[src/rtl/core/dqe_pkg.sv]
// Shared constants, widths and phase helpers for the debounced quadrature encoder.
package dqe_pkg;

  localparam int CFG_W       = 16;
  localparam int CFG_IDX_W   = 2;
  localparam int IN_DATA_W   = 40;
  localparam int OUT_DATA_W  = 24;
  localparam int IN_TIME_W   = 32;
  localparam int POS_W       = 16;

  localparam logic [CFG_IDX_W-1:0] REG_DEBOUNCE = 2'd0;
  localparam logic [CFG_IDX_W-1:0] REG_STEP_GAP = 2'd1;

  localparam logic [CFG_W-1:0] DEBOUNCE_RESET = 16'd100;
  localparam logic [CFG_W-1:0] STEP_GAP_RESET = 16'd20;

  localparam logic [1:0] PHASE_00 = 2'b00;
  localparam logic [1:0] PHASE_01 = 2'b01;
  localparam logic [1:0] PHASE_11 = 2'b11;
  localparam logic [1:0] PHASE_10 = 2'b10;

  localparam logic signed [1:0] HALF_POS  = 2'sd1;
  localparam logic signed [1:0] HALF_NEG  = -2'sd1;
  localparam logic signed [1:0] HALF_ZERO = 2'sd0;

  // Forward Gray sequence: 00 -> 01 -> 11 -> 10 -> 00
  function automatic logic is_forward(input logic [1:0] from, input logic [1:0] to);
    logic fwd;
    case (from)
      PHASE_00: fwd = (to == PHASE_01);
      PHASE_01: fwd = (to == PHASE_11);
      PHASE_11: fwd = (to == PHASE_10);
      PHASE_10: fwd = (to == PHASE_00);
      default:  fwd = 1'b0;
    endcase
    return fwd;
  endfunction

endpackage

[src/rtl/core/dqe_debounce.sv]
// One debounced channel: level and time of its last accepted change.
module dqe_debounce #(
  parameter int TIME_WIDTH = 32
) (
  input  logic                      clk,
  input  logic                      rst,
  input  logic                      en,
  input  logic                      level_in,
  input  logic [TIME_WIDTH-1:0]     now,
  input  logic [dqe_pkg::CFG_W-1:0] gap,
  output logic                      level_next,
  output logic                      changed
);
  import dqe_pkg::*;

  logic                  level;
  logic [TIME_WIDTH-1:0] change_time;
  logic [TIME_WIDTH-1:0] diff;

  assign diff       = now - change_time;
  assign changed    = (level_in != level) && (diff > TIME_WIDTH'(gap));
  assign level_next = changed ? level_in : level;

  always_ff @(posedge clk) begin
    if (rst) begin
      level       <= 1'b1;
      change_time <= '0;
    end else if (en && changed) begin
      level       <= level_in;
      change_time <= now;
    end
  end

endmodule

[src/rtl/core/dqe_step.sv]
// Phase tracker: gap check on phase changes, half-step state and position count.
module dqe_step #(
  parameter int COUNT_WIDTH = 16,
  parameter int TIME_WIDTH  = 32
) (
  input  logic                      clk,
  input  logic                      rst,
  input  logic                      en,
  input  logic [1:0]                phase,
  input  logic [TIME_WIDTH-1:0]     now,
  input  logic [dqe_pkg::CFG_W-1:0] gap,
  output logic [COUNT_WIDTH-1:0]    count,
  output logic [COUNT_WIDTH-1:0]    count_next,
  output logic signed [1:0]         half_step
);
  import dqe_pkg::*;

  logic [1:0]             prev_phase;
  logic [TIME_WIDTH-1:0]  phase_change_time;
  logic [TIME_WIDTH-1:0]  diff;
  logic                   step;
  logic signed [1:0]      half_step_next;

  assign diff = now - phase_change_time;
  assign step = (phase != prev_phase) && (diff > TIME_WIDTH'(gap));

  always_comb begin
    half_step_next = half_step;
    count_next     = count;
    if (step) begin
      if (is_forward(prev_phase, phase)) begin
        if (half_step == HALF_POS) begin
          half_step_next = HALF_ZERO;
          count_next     = count + COUNT_WIDTH'(1);
        end else begin
          half_step_next = half_step + HALF_POS;
        end
      end else begin
        if (half_step == HALF_NEG) begin
          half_step_next = HALF_ZERO;
          count_next     = count - COUNT_WIDTH'(1);
        end else begin
          half_step_next = half_step + HALF_NEG;
        end
      end
    end
  end

  always_ff @(posedge clk) begin
    if (rst) begin
      prev_phase        <= PHASE_00;
      phase_change_time <= '0;
      half_step         <= HALF_ZERO;
      count             <= '0;
    end else if (en) begin
      half_step <= half_step_next;
      count     <= count_next;
      if (step) begin
        prev_phase        <= phase;
        phase_change_time <= now;
      end
    end
  end

endmodule

[src/rtl/core/debounced_quadrature_encoder.sv]
// Top level: debounced quadrature encoder with push button, stream in and out.
// Path from input transaction to result: input register, then result register.
// Throughput: one transaction per cycle; all per-poll work is one pass of compare logic.
// Input and result registers decouple the sides; a stalled result holds the input stage.
// Reset (rst, synchronous): levels idle high, times, phase, half step and count cleared,
// debounce_ms = 100, step_gap_ms = 20, both stages empty.
module debounced_quadrature_encoder #(
  parameter int COUNT_WIDTH = 16,
  parameter int TIME_WIDTH  = 32
) (
  input  logic                           clk,
  input  logic                           rst,
  input  logic                           cfg_we,
  input  logic [dqe_pkg::CFG_IDX_W-1:0]  cfg_index,
  input  logic [dqe_pkg::CFG_W-1:0]      cfg_data,
  input  logic                           s_tvalid,
  output logic                           s_tready,
  // time_ms[31:0], a_level[32], b_level[33], button_level[34], zero pad
  input  logic [dqe_pkg::IN_DATA_W-1:0]  s_tdata,
  output logic                           m_tvalid,
  input  logic                           m_tready,
  // position[15:0], pressed[16], phase_a[17], phase_b[18], zero pad
  output logic [dqe_pkg::OUT_DATA_W-1:0] m_tdata
);
  import dqe_pkg::*;

  logic [CFG_W-1:0]       debounce_ms;
  logic [CFG_W-1:0]       step_gap_ms;

  logic                   in_valid;
  logic [TIME_WIDTH-1:0]  in_time;
  logic                   in_a;
  logic                   in_b;
  logic                   in_btn;
  logic                   adv;

  logic                   a_next;
  logic                   b_next;
  logic                   btn_next;
  logic                   a_changed;
  logic                   b_changed;
  logic                   btn_changed;
  logic                   button_down;
  logic                   button_down_next;

  logic [COUNT_WIDTH-1:0] count;
  logic [COUNT_WIDTH-1:0] count_next;
  logic signed [1:0]      half_step;

  assign adv      = in_valid && (!m_tvalid || m_tready);
  assign s_tready = !in_valid || !m_tvalid || m_tready;

  always_ff @(posedge clk) begin
    if (rst) begin
      debounce_ms <= DEBOUNCE_RESET;
      step_gap_ms <= STEP_GAP_RESET;
    end else if (cfg_we) begin
      case (cfg_index)
        REG_DEBOUNCE: debounce_ms <= cfg_data;
        REG_STEP_GAP: step_gap_ms <= cfg_data;
        default: ;
      endcase
    end
  end

  // input stage
  always_ff @(posedge clk) begin
    if (rst) begin
      in_valid <= 1'b0;
    end else if (s_tready) begin
      in_valid <= s_tvalid;
    end
  end

  always_ff @(posedge clk) begin
    if (s_tvalid && s_tready) begin
      in_time <= s_tdata[TIME_WIDTH-1:0];
      in_a    <= s_tdata[IN_TIME_W];
      in_b    <= s_tdata[IN_TIME_W+1];
      in_btn  <= s_tdata[IN_TIME_W+2];
    end
  end

  dqe_debounce #(.TIME_WIDTH(TIME_WIDTH)) u_deb_a (
    .clk(clk), .rst(rst), .en(adv), .level_in(in_a), .now(in_time),
    .gap(debounce_ms), .level_next(a_next), .changed(a_changed)
  );

  dqe_debounce #(.TIME_WIDTH(TIME_WIDTH)) u_deb_b (
    .clk(clk), .rst(rst), .en(adv), .level_in(in_b), .now(in_time),
    .gap(debounce_ms), .level_next(b_next), .changed(b_changed)
  );

  dqe_debounce #(.TIME_WIDTH(TIME_WIDTH)) u_deb_btn (
    .clk(clk), .rst(rst), .en(adv), .level_in(in_btn), .now(in_time),
    .gap(debounce_ms), .level_next(btn_next), .changed(btn_changed)
  );

  assign button_down_next = btn_changed ? !btn_next : button_down;

  always_ff @(posedge clk) begin
    if (rst) begin
      button_down <= 1'b0;
    end else if (adv) begin
      button_down <= button_down_next;
    end
  end

  dqe_step #(.COUNT_WIDTH(COUNT_WIDTH), .TIME_WIDTH(TIME_WIDTH)) u_step (
    .clk(clk), .rst(rst), .en(adv), .phase({a_next, b_next}), .now(in_time),
    .gap(step_gap_ms), .count(count), .count_next(count_next), .half_step(half_step)
  );

  // result stage
  always_ff @(posedge clk) begin
    if (rst) begin
      m_tvalid <= 1'b0;
    end else if (adv) begin
      m_tvalid <= 1'b1;
    end else if (m_tready) begin
      m_tvalid <= 1'b0;
    end
  end

  always_ff @(posedge clk) begin
    if (adv) begin
      m_tdata <= {(OUT_DATA_W-POS_W-3)'(0), b_next, a_next, button_down_next,
                  POS_W'(count_next)};
    end
  end

  a_count_hold: assert property (@(posedge clk) disable iff (rst)
    !adv |=> $stable(count))
    else $error("count moved without a transaction");

  a_count_clears_half: assert property (@(posedge clk) disable iff (rst)
    (count != $past(count)) |-> (half_step == HALF_ZERO))
    else $error("count stepped with half step pending");

  a_ready_stall: assert property (@(posedge clk) disable iff (rst)
    !s_tready |-> (in_valid && m_tvalid && !m_tready))
    else $error("input stalled without output backpressure");

  a_phase_a_follows: assert property (@(posedge clk) disable iff (rst)
    (adv && a_changed) |=> (m_tdata[POS_W+1] == $past(in_a)))
    else $error("accepted phase A change not in result");

  a_phase_b_follows: assert property (@(posedge clk) disable iff (rst)
    (adv && b_changed) |=> (m_tdata[POS_W+2] == $past(in_b)))
    else $error("accepted phase B change not in result");

endmodule

[config.mk]
export PLATFORM = sky130hd
export DESIGN_NAME = debounced_quadrature_encoder
export DESIGN_NICKNAME = d
export VERILOG_FILES = /design/src/rtl/core/dqe_pkg.sv /design/src/rtl/core/dqe_debounce.sv /design/src/rtl/core/dqe_step.sv /design/src/rtl/core/debounced_quadrature_encoder.sv
export SDC_FILE = /design/constraint.sdc
export NUM_CORES = 1
export LEC_CHECK = 0
export ABC_AREA = 1
export BUFFER_PORTS_ARGS = -buffer_cell sky130_fd_sc_hd__buf_2
export CORE_ASPECT_RATIO = 1.1
export CORE_UTILIZATION = 41
export CTS_CLUSTER_DIAMETER = 200
export CTS_CLUSTER_SIZE = 24
export DETAILED_ROUTE_END_ITERATION = 8
export MAX_ROUTING_LAYER = met4
export PLACE_DENSITY = 0.59
export SYNTH_ARGS = -nofsm -noshare
export SYNTH_HDL_FRONTEND = slang
export SYNTH_HIERARCHICAL = 1
export SYNTH_SLANG_ARGS = --single-unit
[constraint.sdc]
create_clock -name clk -period 14.03 [get_ports clk]
set_input_delay 2.806 -clock clk [delete_from_list [all_inputs] [get_ports clk]]
set_output_delay 2.806 -clock clk [all_outputs]
set_load 0.05 [all_outputs]
==> flow_summary.yaml, run 1 <==
status:
  status: "completed"
routing:
  drc_errors: 0
  wire_per_inst_um: 14.4
  wl_um: 70900
  drtIter0Drc: 1532
  antenna_left: 0
  dr_total_vias: 23253
  viasPerCell: 4.71
  first_pass_iters: 5
clock_network:
  clkSinkCount: 240
  clk_latency_ps: 530
  htreeDepth: 1
  clkTransAtPathRegs_ps: 110
  cts-root-buf: "clkbuf_16"
  postCtsHoldBufs: 0
  cts-resized-gates: 0
  cts_buffers: 13
  cts_tree: "yes"
  cts_setup_buffers: 0
  cts_buffer_depth: 3
critical_path:
  end_kind: "register"
  cp.required_ps: 14300
  crit_path_start_kind: "register"
  critical_path_buf_inv_count: 3
  cp.depth: 29
  cpMaxStageDelayCell: "o21ai_0"
  slowest_delay_ps: 890
  path_delay_family: "simple AND/OR/NAND/NOR gates"
  path_max_fanout: 36
  crit_top_cell: "nand2_1"
  cp.arrival_ps: 6840
  reg2reg_depth: 29
  critPathKind: "register to register"
global_route:
  grt_pass1_vias: 21148
  antenna_found_initial: 1
  grt-ovfl-total: 0
  grt_max_degree: 117
  grt_pass1_wl_um: 113000
  track_usage: 0.249
yosys:
  syn_area_um2: 23800
  synthCells: 4145
  syn_avg_cell_area_um2: 5.74
  ys_warn_count: 6
layout:
  multi_input_area_um2: 14200
  final-seq-area_um2: 5350
  instances_no_fill: 4942
  fin_util: 0.440
  fin_nets: 4439
  areaGrowthSynthToFinish_pct: 6.02
  fill_cells: 6480
  drive_above_1_share: 0.0571
place:
  dp.cells: 4919
  portBuffers: 78
  hpwl_um: 54700
  gp_congestion: 0.955
sta:
  rsz0062_at_grt: "no"
  worst_pin_slew_ps: 1130
  setup_viol: 0
  skew_ps: 19.5
  holdWs_ps: 467
  finalCritPeriodShare: 0.468
  hold_viol: 0
  period_minus_slack_ps: 6570
  max_freq_ghz: 0.152
  finalMaxSlewViolations: 0
  max_slew_margin: 0.243
  tns_ps: 0
floorplan:
  rows: 92
  fp.coreArea_um2: 57300
  die_area_um2: 59000
  die_x_um: 232
  io_pins: 89
  initial_utilization: 0.415
  die_height_um: 255
hold_path:
  hp-class: "register to register"
  holdPathStages: 2
job:
  drv_cap: 0
power:
  p_leak_uw: 0.0148
  ir_worst_vdd_v: 0.0000881
  power_density_nw_per_um2: 85.5
==> state kept, by name, summed over array words and instances (netlist names), 2 cells and up <==
name and cells:
u_step/phase_change_time 32, u_step/prev_phase 2, step_gap_ms 16, u_step/count 16, u_deb_btn/change_time 32, m_tdata 19
in_time 32, debounce_ms 16, u_deb_a/change_time 32, u_deb_b/change_time 32, u_step/half_step 2
==> worst paths after layout <==
path | start | slack, ps | to
worst max-delay path | in_time[0]$_DFFE_PP_ | 7460 | m_tdata[13]$_DFFE_PP_
worst min-delay path | step_gap_ms[14]$_SDFFE_PP0P_ | 470 | step_gap_ms[14]$_SDFFE_PP0P_
worst max register to register | in_time[0]$_DFFE_PP_ | 7460 | m_tdata[13]$_DFFE_PP_
worst min register to register | step_gap_ms[14]$_SDFFE_PP0P_ | 470 | step_gap_ms[14]$_SDFFE_PP0P_
==> metrics by stage <==
| stage | total power, uW | area, um2 | worst slack (ps) |
|---|---|---|---|
| 3_3_place_gp | 1740 | 24900 | 7480 |
| 5_1_grt | 2350 | 25200 | 6880 |
| 2_1_floorplan | 1510 | 23800 | 7950 |
| 4_1_cts | 2180 | 25200 | 7380 |
| 6_report | 2160 | 25200 | 7460 |
| 3_5_place_dp | 1740 | 24900 | 7420 |
==> cell type report <==
| type | count | share of cell area |
|---|---|---|
| multi-input cells | 2841 | 0.564 |
| clock buffers | 21 | 0.0141 |
| well taps | 752 | 0.0373 |
| diodes | 1 | 0.0000991 |
| inverters | 968 | 0.144 |
| clock inverters | 1 | 0.000347 |
| flip-flops and latches | 240 | 0.212 |
| repair buffers | 118 | 0.0279 |
==> layer usage <==
layer	vias to the layer above	share of wire	GRT usage
li1	12542	-	-
met1	10203	0.47	0.323
met2	424	0.45	0.412
met3	84	0.051	0.0227
met4	0	0.027	0.0658
met5	-	0	-
==> worst min-delay path, delay by kind of cell, from the launching register on <==
kind	cells	cell delay (ps)
AND/OR/NAND/NOR	1	60
AO/OA/AOI/OAI	1	50
flip-flops	1	320
==> cells in the final DEF (no fill, tap or decap), types with 5 or more instances in the layout <==
cell type	count
a21oi_1	150
and2_1	11
and3_1	5
buf_2	78
buf_4	39
clkbuf_1	8
clkbuf_16	13
conb_1	5
dfxtp_1	186
edfxtp_1	54
ha_1	190
inv_1	929
inv_2	34
nand2_1	1474
nand2_2	34
nand2_4	5
nand3_1	180
nand3_4	5
nand3b_1	21
nand4_1	152
nor2_1	401
nor2_2	12
nor3_1	17
nor4_1	5
o21ai_0	51
o21bai_1	8
xnor2_1	8
xor2_1	82
==> power by group <==
part	switching (uW)	total [uW]	internal (uW)
registers	30.1	783	753
logic	625	946	321
clock network	249	428	178
Note: power is estimated with default switching activity, not from simulation.
==> inputs of run 2 (changes only) <==
PLACE_DENSITY = 0.61   (was 0.59)
clock period = 6 ns   (was 14.03 ns; I/O delays follow)
==> run 2 against run 1 <==
  * Via count is 1.2% higher
  * Sequential share of layout area barely moved
  * Count of clock-buffer cells in the layout stayed put
  * Total power up 140%
  * Combinational power is 130% higher
  * Critical path type unchanged
  * Largest cell class unchanged
==> flow_summary.yaml, run 2 (same netlist as run 1, synthesis figures left out) <==
status:
  status: "completed"
clock_network:
  cts-root-buf: "clkbuf_16"
  clkTransAtPathRegs_ps: 100
  clk_latency_ps: 530
  cts_setup_buffers: 0
  htreeDepth: 1
  cts_buffer_depth: 3
  cts-resized-gates: 0
  postCtsHoldBufs: 0
  cts_buffers: 13
  cts_tree: "yes"
  clkSinkCount: 240
routing:
  first_pass_iters: 8
  antenna_left: 0
  drc_errors: 0
  viasPerCell: 4.76
  drtIter0Drc: 1479
  dr_total_vias: 23529
  wire_per_inst_um: 14.6
  wl_um: 72000
layout:
  multi_input_area_um2: 14200
  final-seq-area_um2: 5350
  fill_cells: 6415
  final_cell_mix: "nand2_1 (1474), inv_1 (929), nor2_1 (401), ha_1 (190), dfxtp_1 (186)"
  final_common_cell: "nand2_1"
  fin_util: 0.441
  drive_above_1_share: 0.0580
  fin_area_um2: 25300
  fin_nets: 4443
  areaGrowthSynthToFinish_pct: 6.15
critical_path:
  end_kind: "register"
  startpoint: "in_time[4]$_DFFE_PP_"
  critPathKind: "register to register"
  path_max_fanout: 17
  crit_top_cell: "nand2_1"
  cpMaxStageDelayCell: "edfxtp_1"
  r2r_start: "in_time[4]$_DFFE_PP_"
  cp.arrival_ps: 5480
  cp.depth: 28
  crit_path_start_kind: "register"
  critical_path_buf_inv_count: 3
  reg2reg_depth: 28
  reg2reg_to: "m_tdata[12]$_DFFE_PP_"
  endpoint: "m_tdata[12]$_DFFE_PP_"
  reg2reg_setup_slack_ps: 780
  cp.required_ps: 6260
  slowest_delay_ps: 650
  path_delay_family: "simple AND/OR/NAND/NOR gates"
place:
  hpwl_um: 56400
  portBuffers: 78
  dpl_cell_area_um2: 24900
  gp_congestion: 0.974
power:
  power.share.sequential: 0.366
  clockPowerShare: 0.198
  power_density_nw_per_um2: 201
  pwr-share-comb: 0.436
  p_int_uw: 2930
  ir_worst_vdd_v: 0.000195
  switching_share: 0.421
  p_leak_uw: 0.0148
  p_sw_uw: 2140
sta:
  max_freq_ghz: 0.192
  finalCritPeriodShare: 0.870
  tns_ps: 0
  hold_viol: 0
  finalMaxSlewViolations: 0
  rsz0062_at_grt: "no"
  max_slew_margin: 0.201
  period_minus_slack_ps: 5220
  skew_ps: 26.4
  holdWs_ps: 470
  setup_viol: 0
  worst_pin_slew_ps: 1200
global_route:
  grt-ovfl-total: 0
  antenna_found_initial: 7
  grt_pass1_vias: 21515
  grt_pass1_wl_um: 114000
  grt_max_degree: 48
  track_usage: 0.251
hold_path:
  hp-class: "register to register"
floorplan:
  fp.coreArea_um2: 57300
  io_pins: 89
  initial_utilization: 0.415
  die_height_um: 255
  die_x_um: 232
  die_area_um2: 59000
  rows: 92
job:
  drv_cap: 0
==> run 2: cell count changes in the layout (fill, tap and decap cells not counted), sizes merged <==
cell and change:
buf +4, diode +1
==> run 2: final cells by class <==
type / instances / share of cell area
tap: 752 / 0.0372
timing repair buffer: 122 / 0.0290
clock buffer: 21 / 0.0141
inverter: 968 / 0.144
multi-input combinational: 2841 / 0.564
antenna: 2 / 0.000198
clock inverter: 1 / 0.000347
sequential: 240 / 0.212
==> run 2: worst register-to-register path: cells and delay by family, from the launching register on <==
family	cells	cell delay [ps]
AOI/OAI and AO/OA	1	200
adders and majority gates	2	740
DFF	1	650
and+or+nand+nor	20	2570
buffers and inverters	3	520
xor gates and xnor gates	2	260
==> run 2: worst min-delay path by stage <==
| stage | from | slack, ps | cells past startpoint | end |
|---|---|---|---|---|
| 6_report | step_gap_ms[14]$_SDFFE_PP0P_ | 470 | 2 | step_gap_ms[14]$_SDFFE_PP0P_ |
| 5_1_grt | step_gap_ms[14]$_SDFFE_PP0P_ | 490 | 2 | step_gap_ms[14]$_SDFFE_PP0P_ |
| 4_1_cts | step_gap_ms[9]$_SDFFE_PP0P_ | 470 | 2 | step_gap_ms[9]$_SDFFE_PP0P_ |
| 3_5_place_dp | step_gap_ms[2]$_SDFFE_PP1P_ | 450 | 2 | step_gap_ms[2]$_SDFFE_PP1P_ |
| 3_3_place_gp | step_gap_ms[2]$_SDFFE_PP1P_ | 450 | 2 | step_gap_ms[2]$_SDFFE_PP1P_ |
| 2_1_floorplan | step_gap_ms[2]$_SDFFE_PP1P_ | 430 | 2 | step_gap_ms[2]$_SDFFE_PP1P_ |
==> run 2: power groups by stage <==
| stage | clock network, uW | logic [uW] | registers (uW) |
|---|---|---|---|
| 6_report | 1000 | 2210 | 1850 |
| 5_1_grt | 1100 | 2540 | 1870 |
| 4_1_cts | 1060 | 2210 | 1850 |
| 3_5_place_dp | 0 | 2190 | 1890 |
| 3_3_place_gp | 0 | 2180 | 1890 |
| 2_1_floorplan | 0 | 1650 | 1880 |
==> run 2: through the flow <==
step           worst slack [ps]  power [uW]  instances
2_1_floorplan              1510        3530       4149
3_3_place_gp                990        4070       4923
3_5_place_dp                910        4080       4923
4_1_cts                     852        5120       4945
5_1_grt                     307        5510       4947
6_report                    782        5070       4947
==> run 2: metal layers <==
layer  track usage  up-vias  wire length (um)
li1              -    12556                 -
met1         0.313    10359             33100
met2         0.427      517             33500
met3        0.0208       97              3280
met4        0.0767        0              2130
met5             -        -                 0
==> inputs of run 3 (changes only) <==
CORE_ASPECT_RATIO = 1.5   (was 1.1)
==> run 3 against run 2 <==
  * Final cell count about the same
  * Register-to-register slack worse by 200 ps
  * Combinational power up 4%
  * Core utilization up 0.25 points
  * Clock skew up 9.7 ps
  * Largest power group unchanged
==> flow_summary.yaml, run 3 (same netlist as run 1, synthesis figures left out) <==
clock_network:
  cts_tree: "yes"
  cts_buffer_depth: 3
  cts_setup_buffers: 0
  cts-resized-gates: 0
  cts-root-buf: "clkbuf_16"
  clk_latency_ps: 530
  clkSinkCount: 240
  postCtsHoldBufs: 0
  clkTransAtPathRegs_ps: 100
  htreeDepth: 1
  cts_buffers: 13
global_route:
  track_usage: 0.278
  grt_pass1_vias: 22961
  grt_pass1_wl_um: 123000
  grt-ovfl-total: 0
  antenna_found_initial: 0
  grt_max_degree: 66
power:
  ir_worst_vdd_v: 0.000145
  power_density_nw_per_um2: 205
  p_leak_uw: 0.0148
critical_path:
  cp.arrival_ps: 5700
  r2r_start: "in_time[6]$_DFFE_PP_"
  path_max_fanout: 23
  end_kind: "register"
  reg2reg_depth: 27
  crit_path_start_kind: "register"
  cp.required_ps: 6290
  critPathKind: "register to register"
  reg2reg_to: "m_tdata[1]$_DFFE_PP_"
  reg2reg_setup_slack_ps: 590
routing:
  wl_um: 79300
  drtIter0Drc: 1249
  viasPerCell: 4.81
  wire_per_inst_um: 16.0
  first_pass_iters: 6
  drc_errors: 0
  antenna_left: 0
  dr_total_vias: 23806
sta:
  setup_viol: 0
  skew_ps: 36.1
  tns_ps: 0
  hold_viol: 0
  max_freq_ghz: 0.185
  period_minus_slack_ps: 5410
  max_slew_margin: 0.213
  worst_slack_ps: 587
  finalMaxSlewViolations: 0
  finalCritPeriodShare: 0.902
  rsz0062_at_grt: "no"
  worst_pin_slew_ps: 1180
floorplan:
  die_height_um: 297
  initial_utilization: 0.417
  rows: 107
  die_x_um: 199
  io_pins: 89
  die_area_um2: 59100
  fp.coreArea_um2: 57000
layout:
  final_common_cell: "nand2_1"
  drive_above_1_share: 0.0571
  fin_util: 0.443
  diodes: 0
  areaGrowthSynthToFinish_pct: 6.20
  final_cell_mix: "nand2_1 (1474), inv_1 (929), nor2_1 (401), ha_1 (190), dfxtp_1 (186)"
  final-seq-area_um2: 5350
  multi_input_area_um2: 14200
  fin_nets: 4440
  fill_cells: 6438
place:
  portBuffers: 78
  gp_congestion: 0.982
  hpwl_um: 62700
  pre_cts_ws_ps: 697
status:
  status: "completed"
hold_path:
  hp-class: "register to register"
  hold_end: "step_gap_ms[8]$_SDFFE_PP0P_"
  holdPathStages: 2
  min_from: "step_gap_ms[8]$_SDFFE_PP0P_"
job:
  drv_cap: 0
==> run 3: worst max path at each step <==
stage,startpoint,endpoint,slack (ps),cells after the start
finish,in_time[6]$_DFFE_PP_,m_tdata[1]$_DFFE_PP_,590,27
global route,in_time[5]$_DFFE_PP_,m_tdata[1]$_DFFE_PP_,240,29
CTS,in_time[5]$_DFFE_PP_,m_tdata[1]$_DFFE_PP_,610,27
detailed placement,in_time[5]$_DFFE_PP_,m_tdata[1]$_DFFE_PP_,700,27
global placement,in_time[6]$_DFFE_PP_,m_tdata[1]$_DFFE_PP_,650,27
floorplan,in_time[0]$_DFFE_PP_,u_step/count[11]$_SDFFE_PP0P_,1510,33
==> run 3: power breakdown <==
group	internal [uW]	total [uW]	switching [uW]
Sequential	1760	1870	109
Clock	412	1010	602
Combinational	759	2290	1530
==> run 3: final cells by class <==
type,instances,area share
repair buffers,119,0.0296
inverters,968,0.144
well taps,763,0.0378
multi-input cells,2841,0.564
clock buffers,20,0.0139
flip-flops and latches,240,0.211
==> run 3: metrics by stage <==
stage | power [uW] | instances | hold WS, ps | cell area [um2]
2_1_floorplan | 3530 | 4149 | 429 | 23800
3_3_place_gp | 4160 | 4931 | 441 | 24900
3_5_place_dp | 4180 | 4931 | 451 | 24900
4_1_cts | 5210 | 4951 | 470 | 25300
5_1_grt | 5580 | 4951 | 496 | 25300
6_report | 5170 | 4951 | 467 | 25300
==> run 3: layer usage <==
metal  track usage  routed length (um)
met4         0.205                6780
met1         0.276               29700
met5             -                   0
met2         0.503               40400
met3        0.0213                2330
==> run 3: critical path, stage by stage, from the launching register on <==
cell and delay (ps):
edfxtp_1 880, ha_1 400, nand2_1 140, inv_1 70, a21oi_1 180, nand2_2 120
nand2_1 90, nand2_2 60, xor2_1 160, ha_1 310, nand2_1 80, nor2_1 200
nand2_1 70, nor2_1 120, nand3_1 100, nand2_1 120, nand3_1 80, nor2_1 100
nand2_1 100, nor2_2 140, nand2_4 80, o21ai_0 160, buf_4 250, xnor2_1 100
nand3_1 120, buf_12 200, nand2_2 280, o21ai_0 450
